**src/rtl/core/pftc_pkg.sv**
```systemverilog
`timescale 1ns / 1ps
// Package for the PID fan controller: widths, register indexes, reset values
// and fixed-point constants. No dependencies.
package pftc_pkg;

  // Field widths
  localparam int TEMP_W  = 16;
  localparam int DT_W    = 20;
  localparam int GAIN_W  = 16;
  localparam int LIMIT_W = 10;
  localparam int DUTY_W  = 10;
  localparam int CFG_IDX_W  = 3;
  localparam int CFG_DATA_W = 16;

  // Default for the duty resolution parameter
  localparam int DUTY_BITS_DEF = 10;

  // Configuration register indexes
  localparam logic [CFG_IDX_W-1:0] REG_KP       = 3'd0;
  localparam logic [CFG_IDX_W-1:0] REG_KI       = 3'd1;
  localparam logic [CFG_IDX_W-1:0] REG_KD       = 3'd2;
  localparam logic [CFG_IDX_W-1:0] REG_SETPOINT = 3'd3;
  localparam logic [CFG_IDX_W-1:0] REG_OUT_LOW  = 3'd4;
  localparam logic [CFG_IDX_W-1:0] REG_OUT_HIGH = 3'd5;
  localparam logic [CFG_IDX_W-1:0] REG_MIN_DUTY = 3'd6;

  // Register reset values
  localparam logic [TEMP_W-1:0]  SETPOINT_RST = 16'd7168;  // 28.0 degC
  localparam logic [LIMIT_W-1:0] OUT_HIGH_RST = 10'd1023;
  localparam logic [LIMIT_W-1:0] MIN_DUTY_RST = 10'd200;

  // Timing constants in microseconds, and the filter divisor
  localparam logic [DT_W-1:0] US_PER_S      = 20'd1000000;
  localparam logic [DT_W-1:0] DT_FLOOR_US   = 20'd10;
  localparam logic [DT_W-1:0] DT_DEFAULT_US = 20'd50000;
  localparam logic [DT_W-1:0] FILT_DIV      = 20'd10;

  // Arithmetic unit sizes
  localparam int MUL_STEPS = 20;   // multiplier bits, one per cycle
  localparam int MCAND_W   = 48;
  localparam int ACC_W     = 64;
  localparam int DIV_STEPS = 56;   // quotient bits, one per cycle
  localparam int FILT_W    = 25;   // filtered value, deg C * 2^16
  localparam int ERR_W     = 26;
  localparam int ISUM_W    = 48;

endpackage

```
**src/rtl/core/pftc_if.sv**
```systemverilog
`timescale 1ns / 1ps
// Valid/ready channel interfaces for sample requests and result requests.
// Depends on pftc_pkg for field widths.
interface pftc_in_if;
  logic                             valid;
  logic                             ready;
  logic signed [pftc_pkg::TEMP_W-1:0] temp_sample;
  logic [pftc_pkg::DT_W-1:0]          elapsed_us;

  modport source (output valid, temp_sample, elapsed_us, input ready);
  modport sink   (input valid, temp_sample, elapsed_us, output ready);
endinterface

interface pftc_out_if;
  logic                               valid;
  logic                               ready;
  logic [pftc_pkg::DUTY_W-1:0]        duty;
  logic signed [pftc_pkg::TEMP_W-1:0] filtered_temp_out;
  logic                               output_clamped;

  modport source (output valid, duty, filtered_temp_out, output_clamped, input ready);
  modport sink   (input valid, duty, filtered_temp_out, output_clamped, output ready);
endinterface

```
**src/rtl/core/pid_temperature_fan_controller_top.sv**
```systemverilog
`timescale 1ns / 1ps
// PID fan controller top level: sequencer, bit-serial multiplier and divider.
// Depends on pftc_pkg and the channel interfaces in pftc_if.sv.
//
//  channel  dir  handshake        payload
//  in_ch    in   valid/ready      temp_sample, elapsed_us
//  out_ch   out  valid/ready      duty, filtered_temp_out, output_clamped
//  cfg_*    in   cfg_wr_en only   cfg_index, cfg_wdata
//
// The first request after reset only primes the filter. Each later request
// runs up to 6 multiplies and 4 divides on one shared shift-add unit and
// one restoring divider (5 multiplies and 2 divides with the integral
// frozen and ki zero). Reset (rst_n, synchronous) restores the registers
// and clears the sequencer state, filter, integral and unit counters.
// A finished result waits in the output register; the next request is
// taken meanwhile, and the sequencer stalls only to load a new result.
module pid_temperature_fan_controller_top #(
  parameter int DUTY_BITS = pftc_pkg::DUTY_BITS_DEF
) (
  input  logic                              clk,
  input  logic                              rst_n,
  pftc_in_if.sink                           in_ch,
  pftc_out_if.source                        out_ch,
  input  logic                              cfg_wr_en,
  input  logic [pftc_pkg::CFG_IDX_W-1:0]    cfg_index,
  input  logic [pftc_pkg::CFG_DATA_W-1:0]   cfg_wdata
);

  localparam int AW = pftc_pkg::ACC_W;
  localparam int FW = pftc_pkg::FILT_W;
  localparam int EW = pftc_pkg::ERR_W;
  localparam int IW = pftc_pkg::ISUM_W;
  localparam int MW = pftc_pkg::MCAND_W;
  localparam int DW = pftc_pkg::DT_W;
  localparam int NQ = pftc_pkg::DIV_STEPS;
  localparam logic [16:0] DUTY_MAX = 17'((64'd1 << DUTY_BITS) - 64'd1);

  // Sequencer states
  localparam logic [3:0] ST_IDLE  = 4'd0;
  localparam logic [3:0] ST_FILT  = 4'd1;
  localparam logic [3:0] ST_ERR   = 4'd2;
  localparam logic [3:0] ST_DMUL  = 4'd3;
  localparam logic [3:0] ST_DDIV  = 4'd4;
  localparam logic [3:0] ST_DTERM = 4'd5;
  localparam logic [3:0] ST_PTERM = 4'd6;
  localparam logic [3:0] ST_ITERM = 4'd7;
  localparam logic [3:0] ST_PRE   = 4'd8;
  localparam logic [3:0] ST_IMUL  = 4'd9;
  localparam logic [3:0] ST_IDIV  = 4'd10;
  localparam logic [3:0] ST_LIM   = 4'd11;
  localparam logic [3:0] ST_LDIV  = 4'd12;
  localparam logic [3:0] ST_I2GO  = 4'd13;
  localparam logic [3:0] ST_I2MUL = 4'd14;
  localparam logic [3:0] ST_SUM   = 4'd15;

  // Configuration registers
  logic [15:0]        kp_r, ki_r, kd_r;
  logic signed [15:0] setpoint_r;
  logic [9:0]         out_low_r, out_high_r, min_duty_r;

  // Controller state
  logic [3:0]               state_r;
  logic                     primed_r;
  logic signed [FW-1:0]     filt_r, prev_r;
  logic signed [EW-1:0]     err_r;
  logic signed [IW-1:0]     isum_r;
  logic [DW-1:0]            dt_r;
  logic signed [AW-1:0]     pterm_r, iterm_r, dterm_r;

  // Output register
  logic                     out_valid_r;
  logic [9:0]               duty_r;
  logic signed [15:0]       ftemp_r;
  logic                     clamped_r;

  // Bit-serial multiplier: multiplier bits MSB first into a signed accumulator
  logic [DW-1:0]            mul_a_r;
  logic signed [MW-1:0]     mul_b_r;
  logic signed [AW-1:0]     mul_acc_r;
  logic [4:0]               mul_cnt_r;

  // Restoring divider on magnitudes, one quotient bit a cycle
  logic [DW-1:0]            div_d_r;
  logic [DW-1:0]            div_rem_r;
  logic [NQ-1:0]            div_quo_r;
  logic                     div_neg_r;
  logic [5:0]               div_cnt_r;

  // Unit requests from the sequencer
  logic                     mul_start;
  logic [DW-1:0]            mul_a_nxt;
  logic signed [MW-1:0]     mul_b_nxt;
  logic                     div_start;
  logic signed [AW-1:0]     div_n_nxt;
  logic [DW-1:0]            div_d_nxt;
  logic                     div_rnd_nxt;

  logic                     mul_done, div_done;
  logic signed [AW-1:0]     div_res;
  logic signed [AW-1:0]     mul_rnd;
  logic [AW-1:0]            div_mag;
  logic [DW:0]              div_trial;
  logic                     div_ge;

  // Per-state arithmetic
  logic signed [AW-1:0]     pre_sum, hi_val, lo_val, min_val, outv, outv_c;
  logic                     pre_ok, clamp_hi, clamp_lo;
  logic signed [IW+1:0]     isum_add;
  logic signed [IW-1:0]     isum_sat, isum_lim;
  logic signed [IW:0]       lim_pos, lim_neg;
  logic [9:0]               duty_int, duty_nxt;
  logic signed [FW:0]       ftemp_rnd;
  logic signed [FW+4:0]     filt_num;
  logic                     in_acc, out_acc;

  assign in_acc  = in_ch.valid && in_ch.ready;
  assign out_acc = out_ch.valid && out_ch.ready;
  assign in_ch.ready = (state_r == ST_IDLE);

  assign mul_done = (mul_cnt_r == 5'd0);
  assign div_done = (div_cnt_r == 6'd0);

  // Signed divider result
  assign div_res = div_neg_r ? -$signed({{(AW-NQ){1'b0}}, div_quo_r})
                             :  $signed({{(AW-NQ){1'b0}}, div_quo_r});

  // Product rounded to nearest over 256, ties away from zero
  assign mul_rnd = (mul_acc_r + (mul_acc_r[AW-1] ? 64'sd127 : 64'sd128)) >>> 8;

  // Output limits in 2^-24 duty counts
  assign hi_val  = $signed({30'd0, out_high_r, 24'd0});
  assign lo_val  = $signed({30'd0, out_low_r, 24'd0});
  assign min_val = $signed({30'd0, min_duty_r, 24'd0});

  // Trial output and the anti-windup gate
  assign pre_sum = pterm_r + iterm_r + dterm_r;
  assign pre_ok  = (pre_sum < hi_val || err_r < 0) && (pre_sum > lo_val || err_r > 0);

  // Integral update saturated to 48 bits
  assign isum_add = 50'(isum_r) + 50'(div_res);
  always_comb begin
    if (isum_add > 50'sh0_7FFF_FFFF_FFFF) isum_sat = {1'b0, {(IW-1){1'b1}}};
    else if (isum_add < -50'sh0_8000_0000_0000) isum_sat = {1'b1, {(IW-1){1'b0}}};
    else isum_sat = isum_add[IW-1:0];
  end

  // Integral clamp to +-lim; lim is the positive divider quotient
  assign lim_pos = $signed({1'b0, div_quo_r[IW-1:0]});
  assign lim_neg = -lim_pos;
  always_comb begin
    isum_lim = isum_r;
    if (49'(isum_r) > lim_pos) isum_lim = lim_pos[IW-1:0];
    if (49'(isum_r) < lim_neg) isum_lim = lim_neg[IW-1:0];
  end

  // Final output, saturation and duty mapping
  assign outv = pterm_r + iterm_r + dterm_r;
  always_comb begin
    outv_c   = outv;
    clamp_hi = outv > hi_val;
    if (clamp_hi) outv_c = hi_val;
    clamp_lo = outv_c < lo_val;
    if (clamp_lo) outv_c = lo_val;
    duty_int = outv_c[33:24];
    duty_nxt = 10'd0;
    if (outv_c >= min_val) begin
      duty_nxt = duty_int;
      if ({7'd0, duty_int} > DUTY_MAX) duty_nxt = DUTY_MAX[9:0];
    end
  end

  // Filtered temperature back to Q8.8, rounded
  assign ftemp_rnd = (26'(filt_r) + (filt_r[FW-1] ? 26'sd127 : 26'sd128)) >>> 8;

  // Filter numerator: incoming sample + 9 * filtered
  assign filt_num = (30'(in_ch.temp_sample) <<< 8) + (30'(filt_r) <<< 3) + 30'(filt_r);

  // Unit request decode
  always_comb begin
    mul_start   = 1'b0;
    mul_a_nxt   = '0;
    mul_b_nxt   = '0;
    div_start   = 1'b0;
    div_n_nxt   = '0;
    div_d_nxt   = '0;
    div_rnd_nxt = 1'b1;
    unique case (state_r)
      ST_IDLE: begin
        div_n_nxt = 64'(filt_num);
        div_d_nxt = pftc_pkg::FILT_DIV;
        div_start = in_acc && primed_r;
      end
      ST_ERR: begin
        mul_a_nxt = pftc_pkg::US_PER_S;
        mul_b_nxt = 48'(prev_r) - 48'(filt_r);
        mul_start = 1'b1;
      end
      ST_DMUL: begin
        div_n_nxt = mul_acc_r;
        div_d_nxt = dt_r;
        div_start = mul_done;
      end
      ST_DDIV: begin
        mul_a_nxt = {4'd0, kd_r};
        mul_b_nxt = div_res[MW-1:0];
        mul_start = div_done;
      end
      ST_DTERM: begin
        mul_a_nxt = {4'd0, kp_r};
        mul_b_nxt = 48'(err_r);
        mul_start = mul_done;
      end
      ST_PTERM: begin
        mul_a_nxt = {4'd0, ki_r};
        mul_b_nxt = isum_r;
        mul_start = mul_done;
      end
      ST_PRE: begin
        mul_a_nxt = dt_r;
        mul_b_nxt = 48'(err_r);
        mul_start = pre_ok;
      end
      ST_IMUL: begin
        div_n_nxt = mul_acc_r <<< 8;
        div_d_nxt = pftc_pkg::US_PER_S;
        div_start = mul_done;
      end
      ST_LIM: begin
        div_n_nxt   = $signed({22'd0, out_high_r, 32'd0});
        div_d_nxt   = {4'd0, ki_r};
        div_rnd_nxt = 1'b0;
        div_start   = (ki_r != 16'd0);
      end
      ST_I2GO: begin
        mul_a_nxt = {4'd0, ki_r};
        mul_b_nxt = isum_r;
        mul_start = 1'b1;
      end
      default: ;
    endcase
  end

  // Divider load: magnitude plus half the divisor when rounding
  assign div_mag = (div_n_nxt[AW-1] ? ~div_n_nxt : div_n_nxt)
                 + 64'(div_rnd_nxt ? (div_d_nxt >> 1) : 20'd0)
                 + 64'(div_n_nxt[AW-1]);
  assign div_trial = {div_rem_r, div_quo_r[NQ-1]};
  assign div_ge    = (div_trial >= {1'b0, div_d_r});

  // Arithmetic units
  always_ff @(posedge clk) begin
    if (!rst_n) begin
      mul_cnt_r <= '0;
      div_cnt_r <= '0;
    end else begin
      if (mul_start) begin
        mul_a_r   <= mul_a_nxt;
        mul_b_r   <= mul_b_nxt;
        mul_acc_r <= '0;
        mul_cnt_r <= 5'(pftc_pkg::MUL_STEPS);
      end else if (!mul_done) begin
        mul_acc_r <= (mul_acc_r <<< 1) + (mul_a_r[DW-1] ? 64'(mul_b_r) : 64'sd0);
        mul_a_r   <= mul_a_r << 1;
        mul_cnt_r <= mul_cnt_r - 5'd1;
      end
      if (div_start) begin
        div_d_r   <= div_d_nxt;
        div_rem_r <= '0;
        div_quo_r <= div_mag[NQ-1:0];
        div_neg_r <= div_n_nxt[AW-1];
        div_cnt_r <= 6'(NQ);
      end else if (!div_done) begin
        div_rem_r <= div_ge ? DW'(div_trial - {1'b0, div_d_r}) : div_trial[DW-1:0];
        div_quo_r <= {div_quo_r[NQ-2:0], div_ge};
        div_cnt_r <= div_cnt_r - 6'd1;
      end
    end
  end

  // Configuration writes
  always_ff @(posedge clk) begin
    if (!rst_n) begin
      kp_r       <= '0;
      ki_r       <= '0;
      kd_r       <= '0;
      setpoint_r <= pftc_pkg::SETPOINT_RST;
      out_low_r  <= '0;
      out_high_r <= pftc_pkg::OUT_HIGH_RST;
      min_duty_r <= pftc_pkg::MIN_DUTY_RST;
    end else if (cfg_wr_en) begin
      case (cfg_index)
        pftc_pkg::REG_KP:       kp_r       <= cfg_wdata;
        pftc_pkg::REG_KI:       ki_r       <= cfg_wdata;
        pftc_pkg::REG_KD:       kd_r       <= cfg_wdata;
        pftc_pkg::REG_SETPOINT: setpoint_r <= cfg_wdata;
        pftc_pkg::REG_OUT_LOW:  out_low_r  <= cfg_wdata[9:0];
        pftc_pkg::REG_OUT_HIGH: out_high_r <= cfg_wdata[9:0];
        pftc_pkg::REG_MIN_DUTY: min_duty_r <= cfg_wdata[9:0];
        default: ;
      endcase
    end
  end

  // Sequencer
  always_ff @(posedge clk) begin
    if (!rst_n) begin
      state_r     <= ST_IDLE;
      primed_r    <= 1'b0;
      filt_r      <= '0;
      prev_r      <= '0;
      isum_r      <= '0;
      out_valid_r <= 1'b0;
    end else begin
      // the final state reloads the output register itself
      if (out_acc && state_r != ST_SUM) out_valid_r <= 1'b0;
      unique case (state_r)
        ST_IDLE: begin
          if (in_acc) begin
            dt_r     <= (in_ch.elapsed_us <= pftc_pkg::DT_FLOOR_US)
                        ? pftc_pkg::DT_DEFAULT_US : in_ch.elapsed_us;
            if (!primed_r) begin
              filt_r   <= 25'(in_ch.temp_sample) <<< 8;
              prev_r   <= 25'(in_ch.temp_sample) <<< 8;
              primed_r <= 1'b1;
            end else begin
              state_r <= ST_FILT;
            end
          end
        end
        ST_FILT: if (div_done) begin
          filt_r  <= div_res[FW-1:0];
          state_r <= ST_ERR;
        end
        ST_ERR: begin
          err_r   <= 26'(filt_r) - (26'(setpoint_r) <<< 8);
          prev_r  <= filt_r;
          state_r <= ST_DMUL;
        end
        ST_DMUL:  if (mul_done) state_r <= ST_DDIV;
        ST_DDIV:  if (div_done) state_r <= ST_DTERM;
        ST_DTERM: if (mul_done) begin
          dterm_r <= mul_acc_r;
          state_r <= ST_PTERM;
        end
        ST_PTERM: if (mul_done) begin
          pterm_r <= mul_acc_r;
          state_r <= ST_ITERM;
        end
        ST_ITERM: if (mul_done) begin
          iterm_r <= mul_rnd;
          state_r <= ST_PRE;
        end
        ST_PRE:   state_r <= pre_ok ? ST_IMUL : ST_LIM;
        ST_IMUL:  if (mul_done) state_r <= ST_IDIV;
        ST_IDIV:  if (div_done) begin
          isum_r  <= isum_sat;
          state_r <= ST_LIM;
        end
        ST_LIM:   state_r <= (ki_r != 16'd0) ? ST_LDIV : ST_I2GO;
        ST_LDIV:  if (div_done) begin
          isum_r  <= isum_lim;
          state_r <= ST_I2GO;
        end
        ST_I2GO:  state_r <= ST_I2MUL;
        ST_I2MUL: if (mul_done) begin
          iterm_r <= mul_rnd;
          state_r <= ST_SUM;
        end
        ST_SUM: begin
          // load the result once the output register is free
          if (!out_valid_r || out_ch.ready) begin
            out_valid_r <= 1'b1;
            duty_r      <= duty_nxt;
            ftemp_r     <= ftemp_rnd[15:0];
            clamped_r   <= clamp_hi || clamp_lo;
            state_r     <= ST_IDLE;
          end
        end
        default: state_r <= ST_IDLE;
      endcase
    end
  end

  assign out_ch.valid             = out_valid_r;
  assign out_ch.duty              = duty_r;
  assign out_ch.filtered_temp_out = ftemp_r;
  assign out_ch.output_clamped    = clamped_r;

  // Shared units never run together
  a_units_exclusive: assert property (@(posedge clk) disable iff (!rst_n)
    !(mul_cnt_r != 5'd0 && div_cnt_r != 6'd0))
    else $error("multiplier and divider busy at once");

  // Partial remainder stays below the divisor
  a_div_rem: assert property (@(posedge clk) disable iff (!rst_n)
    (div_cnt_r != 6'd0) |-> (div_rem_r < div_d_r))
    else $error("divider remainder out of range");

  // A result is loaded only from the final state
  a_out_load: assert property (@(posedge clk) disable iff (!rst_n)
    $rose(out_valid_r) |-> ($past(state_r) == ST_SUM))
    else $error("result loaded outside final state");

  // Once primed, stays primed
  a_primed: assert property (@(posedge clk) disable iff (!rst_n)
    primed_r |=> primed_r)
    else $error("primed flag dropped");

endmodule

```
**src/flat_wrapper.sv**
```systemverilog
// flat-port wrapper written by rule: the top's interface ports become plain ports
module pid_temperature_fan_controller_top_flat 
#(
  parameter int DUTY_BITS = pftc_pkg::DUTY_BITS_DEF
)
  (clk, rst_n, cfg_wr_en, cfg_index, cfg_wdata, in_ch_valid, in_ch_temp_sample, in_ch_elapsed_us, in_ch_ready, out_ch_valid, out_ch_duty, out_ch_filtered_temp_out, out_ch_output_clamped, out_ch_ready);
  pftc_in_if in_ch_i ();
  pftc_out_if out_ch_i ();
  input  logic clk;
  input  logic rst_n;
  input  logic cfg_wr_en;
  input  logic [pftc_pkg::CFG_IDX_W-1:0] cfg_index;
  input  logic [pftc_pkg::CFG_DATA_W-1:0] cfg_wdata;
  input wire logic [$bits(in_ch_i.valid)-1:0] in_ch_valid;
  input wire logic [$bits(in_ch_i.temp_sample)-1:0] in_ch_temp_sample;
  input wire logic [$bits(in_ch_i.elapsed_us)-1:0] in_ch_elapsed_us;
  output wire logic [$bits(in_ch_i.ready)-1:0] in_ch_ready;
  output wire logic [$bits(out_ch_i.valid)-1:0] out_ch_valid;
  output wire logic [$bits(out_ch_i.duty)-1:0] out_ch_duty;
  output wire logic [$bits(out_ch_i.filtered_temp_out)-1:0] out_ch_filtered_temp_out;
  output wire logic [$bits(out_ch_i.output_clamped)-1:0] out_ch_output_clamped;
  input wire logic [$bits(out_ch_i.ready)-1:0] out_ch_ready;
  assign in_ch_i.valid = in_ch_valid;
  assign in_ch_i.temp_sample = in_ch_temp_sample;
  assign in_ch_i.elapsed_us = in_ch_elapsed_us;
  assign in_ch_ready = in_ch_i.ready;
  assign out_ch_valid = out_ch_i.valid;
  assign out_ch_duty = out_ch_i.duty;
  assign out_ch_filtered_temp_out = out_ch_i.filtered_temp_out;
  assign out_ch_output_clamped = out_ch_i.output_clamped;
  assign out_ch_i.ready = out_ch_ready;
  pid_temperature_fan_controller_top #(.DUTY_BITS(DUTY_BITS)) u_core (.clk(clk), .rst_n(rst_n), .in_ch(in_ch_i), .out_ch(out_ch_i), .cfg_wr_en(cfg_wr_en), .cfg_index(cfg_index), .cfg_wdata(cfg_wdata));
endmodule
```
**config.mk**
```make
export PLATFORM = sky130hd
export DESIGN_NAME = pid_temperature_fan_controller_top_flat
export DESIGN_NICKNAME = d
export VERILOG_FILES = /design/src/rtl/core/pftc_pkg.sv /design/src/rtl/core/pftc_if.sv /design/src/rtl/core/pid_temperature_fan_controller_top.sv /design/src/flat_wrapper.sv
export SDC_FILE = /design/constraint.sdc
export NUM_CORES = 2
export LEC_CHECK = 0
export ABC_AREA = 0
export BUFFER_PORTS_ARGS = -buffer_cell sky130_fd_sc_hd__clkbuf_2
export CAP_MARGIN = 15
export CORE_MARGIN = 2
export CORE_UTILIZATION = 35
export CTS_CLUSTER_DIAMETER = 50
export DETAILED_ROUTE_END_ITERATION = 8
export PLACE_DENSITY = 0.57
export SETUP_SLACK_MARGIN = 0.3
export SLEW_MARGIN = 20
export SYNTH_ARGS = -nofsm -noshare
export SYNTH_HDL_FRONTEND = slang
export SYNTH_SLANG_ARGS = --single-unit
```
**constraint.sdc**
```tcl
create_clock -name clk -period 9.7 [get_ports clk]
set_input_delay 1.94 -clock clk [delete_from_list [all_inputs] [get_ports clk]]
set_output_delay 1.94 -clock clk [all_outputs]
set_load 0.02 [all_outputs]
```
==> results.md <==
* Status: completed
* Final instance area at between 50000 and 60000 um^2
* Chip width at 392.5 um
* Fillers at about 15000
* Hold Path Class: reg -> reg
* Number of global-route vias before repair at 43560
* Worst Setup SP: in_ch_temp_sample[10]
* CP max stage delay at about 0.52 ns
* Io pins at 89
* Fraction of layout cells with a size suffix above 1 at between 8 and 9%
* Row count at 142
* PortBufs at 88
* Die Ht at 392.5 um
* Normalized max-slew margin at 24.07%
* Area Growth Syn to Fin at 13.21%
* Synthesized instance count at 5862
* Gr usage total at between 20% and 30%
* LEAKAGE at 23.97 nW
* Yosys warnings at 0
* Final ANT Viol Nets at 0
* DR vias/cell at 5.712
* Period utilization at between 90% and 100%
* PwrDens at 290.2 nW/um^2
* Final setup vio count at 0
* Final min period at roughly 8.8 ns
* Area after DPL at 55680 um^2
* HPWL Detailed at 142500 um
* Largest delay share family, worst path: compound AO/OA/AOI/OAI gates
* Post-synthesis sequential area ratio at 35.54%
* H-tree levels at 3
* Drt initial violations at 4560
* Total Nets Final at between 6000 and 7000
* Slowest cell on crit path: a21oi_1
* Post-route DRC at 0
* Total of max-cap violations at 0
* Bufs and invs on worst path at 4
* Gr ovfl total at 0
* Worst R2R Start: u_core.dterm_r[2]$_DFFE_PP_
* Mapped cell area at approximately 53000 um^2
* Skew final at approximately 0.074 ns
* Core Region at 149800 um^2
* Worst-Margin Slew at 1.139 ns
* First-pass GRT wire length at 278900 um
* Mean Syn Cell Area at 9.013 um^2
* Inserted Clock Buffers at 107
* Multi-input logic area at between 30000 and 40000 um^2
* Crit path arrival time at 9.28 ns
* Starting Density at approximately a third
* Ys flop type: edfxtp_1
* Clock tree root buffer cell: clkbuf_16
* Crit path max fanout at 32
* Setup_tns at 0 ns
* FMAX at 113.3 MHz
* Fin. max-slew vios at 0
* Maximum vdd ir drop at 195.2 uV
* Synth unique cells at 98
* Total routed wirelength at 188000 um
* Crit path launch type: input port
* Die area at 154100 um^2
* Clock slew at reported path FFs at 0.06 ns
* 1st-pass router iterations at 6
* Combined flip-flop and latch cell area at 18780 um^2
* Crit Path Category: in -> reg
* Final Hold Viols at 0
* Wire per inst at 23.49 um
* Vias at 45710
* CTS sink count at roughly 700
* Clock Latency Late Sink at 0.75 ns
* Worst EP required at 10.15 ns
* GPL Wtd Cong at 0.9387
* Syn nets at 6449
* RSZ-0062 raised after global routing: no
* Clock buffer depth at 3
* CTS tree: done
* EDFF count, synth at around 500
* Worst Hold Launch: u_core.out_low_r[4]$_SDFFE_PN0P_
* FF+latch count, synth at around 700
* Async S/R FF share, synth at 0%
* Largest net degree at the start of global routing at 96
* Initial antenna violation count at 4
* Setup crit end kind: flip-flop
* Crit-path most repeated cell: a21oi_1
path summary, 6_finish.rpt:
| path | cells after the start | slack [ns] | endpoint |
|---|---|---|---|
| worst max register to register | 46 | 0.95 | u_core.out_ch.duty[6]$_SDFFCE_PN0P_ |
| worst min register to register | 2 | 0.46 | u_core.out_low_r[4]$_SDFFE_PN0P_ |
| worst min-delay path | 2 | 0.46 | u_core.out_low_r[4]$_SDFFE_PN0P_ |
| worst max-delay path | 25 | 0.87 | u_core.div_quo_r[39]$_DFFE_PP_ |
routing by layer:
layer / share of wire (%) / GRT usage [%] / routed length [um]
met5: 0.0069 / 0 / 13
met4: 4.8 / 10.43 / 9048
met3: 6.7 / 3.296 / 12680
met2: 45 / 37.63 / 84070
met1: 44 / 32.43 / 82140
registers in the layout (all words and copies together), names as in the netlist, 20 cells and up:
signal	count
u_core.dt_r	20
u_core.pterm_r	64
u_core.filt_r	25
u_core.div_d_r	20
u_core.err_r	26
u_core.dterm_r	64
u_core.mul_acc_r	64
u_core.mul_a_r	20
u_core.iterm_r	56
u_core.mul_b_r	48
u_core.isum_r	48
u_core.div_quo_r	56
u_core.div_rem_r	20
u_core.prev_r	25
metrics by stage:
stage,total power [mW],instances,setup slack [ns],util [%],hold slack [ns]
6_report,17.36,8002,0.8720,39.93,0.4574
5_1_grt,18.31,8001,0.3375,39.93,0.4737
4_1_cts,17.29,7993,0.3044,39.80,0.4557
3_5_place_dp,13.02,7789,0.04431,37.17,0.4482
3_3_place_gp,12.96,7788,0.09729,37.16,0.4412
2_1_floorplan,10.33,5862,0.6887,-,0.4357
kinds of logic (layout without fill, tap and decap cells):
logic type      Yosys count  after routing  share of synthesized area [%]
compound gates         1572           1573                          19.41
xor+xnor                478            478                          7.924
fa+ha+maj               527            527                          13.76
buf+inv                 578            700                          4.185
flops                   695            695                          35.54
mux                      78             78                          1.655
other cells               0              1                              0
simple gates           1934           1934                          17.53
power by group:
group | switching [mW] | internal [mW]
combinational | 4.87 | 3.08
clock | 1.64 | 2.55
sequential | 1.12 | 4.10
final cells by class:
| class | instances | share of cell area [%] |
|---|---|---|
| Tap cell | 2016 | 4.217 |
| Clock buffer | 128 | 4.929 |
| Inverter | 300 | 1.887 |
| Sequential cell | 695 | 31.40 |
| Antenna cell | 1 | 0.004184 |
| Clock inverter | 76 | 1.607 |
| Multi-Input combinational cell | 4590 | 53.80 |
| Timing Repair Buffer | 196 | 2.161 |
synth_stat cells, drive strengths merged, types with 38 or more instances:
cell	count	area (um^2)
inv	296	1111
nor2	402	1524
and2	129	807.0
xnor2	355	3109
edfxtp	486	14590
dfxtp	209	4184
nor3	127	635.6
or3	38	237.7
ha	437	5468
o21ai	306	1535
nand2	666	2502
fa	90	1802
o21bai	45	337.8
clkbuf	239	898.4
mux2i	48	480.5
xor2	123	1077
nand2b	68	425.4
a211oi	42	325.3
and3	57	356.6
a22oi	96	734.4
buf	39	186.4
a31oi	44	281.5
a222oi	47	470.5
nand4	103	644.4
nor4	43	269.0
a21o	163	1224
a21oi	494	2480
nand3	136	680.7
o21a	57	427.9
nor2b	77	481.7
tightest hold or removal path: cells and delay by family, from the launching register on:
kind / cells / cell delay, ns
AND/OR/NAND/NOR: 1 / 0.05
AO/OA/AOI/OAI: 1 / 0.05
flip-flops: 1 / 0.30
placed cells by master (no fill, tap or decap), types with 45 or more instances in the layout:
cell type / n
nand2_1: 663
dfxtp_1: 209
a21oi_1: 486
clkbuf_2: 89
o21bai_1: 45
and3_1: 55
nor2b_1: 77
nand4_1: 103
a222oi_1: 47
nand3_1: 134
edfxtp_1: 486
o21ai_0: 296
nor3_1: 123
fa_1: 89
a22oi_1: 95
inv_1: 295
and2_1: 128
nand2b_1: 68
clkbuf_16: 115
xor2_1: 122
ha_1: 435
buf_4: 104
xnor2_1: 352
a21o_1: 163
nor2_1: 390
o21a_1: 56
mux2i_1: 46
timing repair:
item	4_1_cts	5_1_grt
setup buffers	0	7
hold buffers	0	0
gates resized for setup	3	34
pin swaps	0	18
endpoints found under the setup margin	10	11
cloned	0	1
Note: power is estimated with default switching activity, not from simulation.
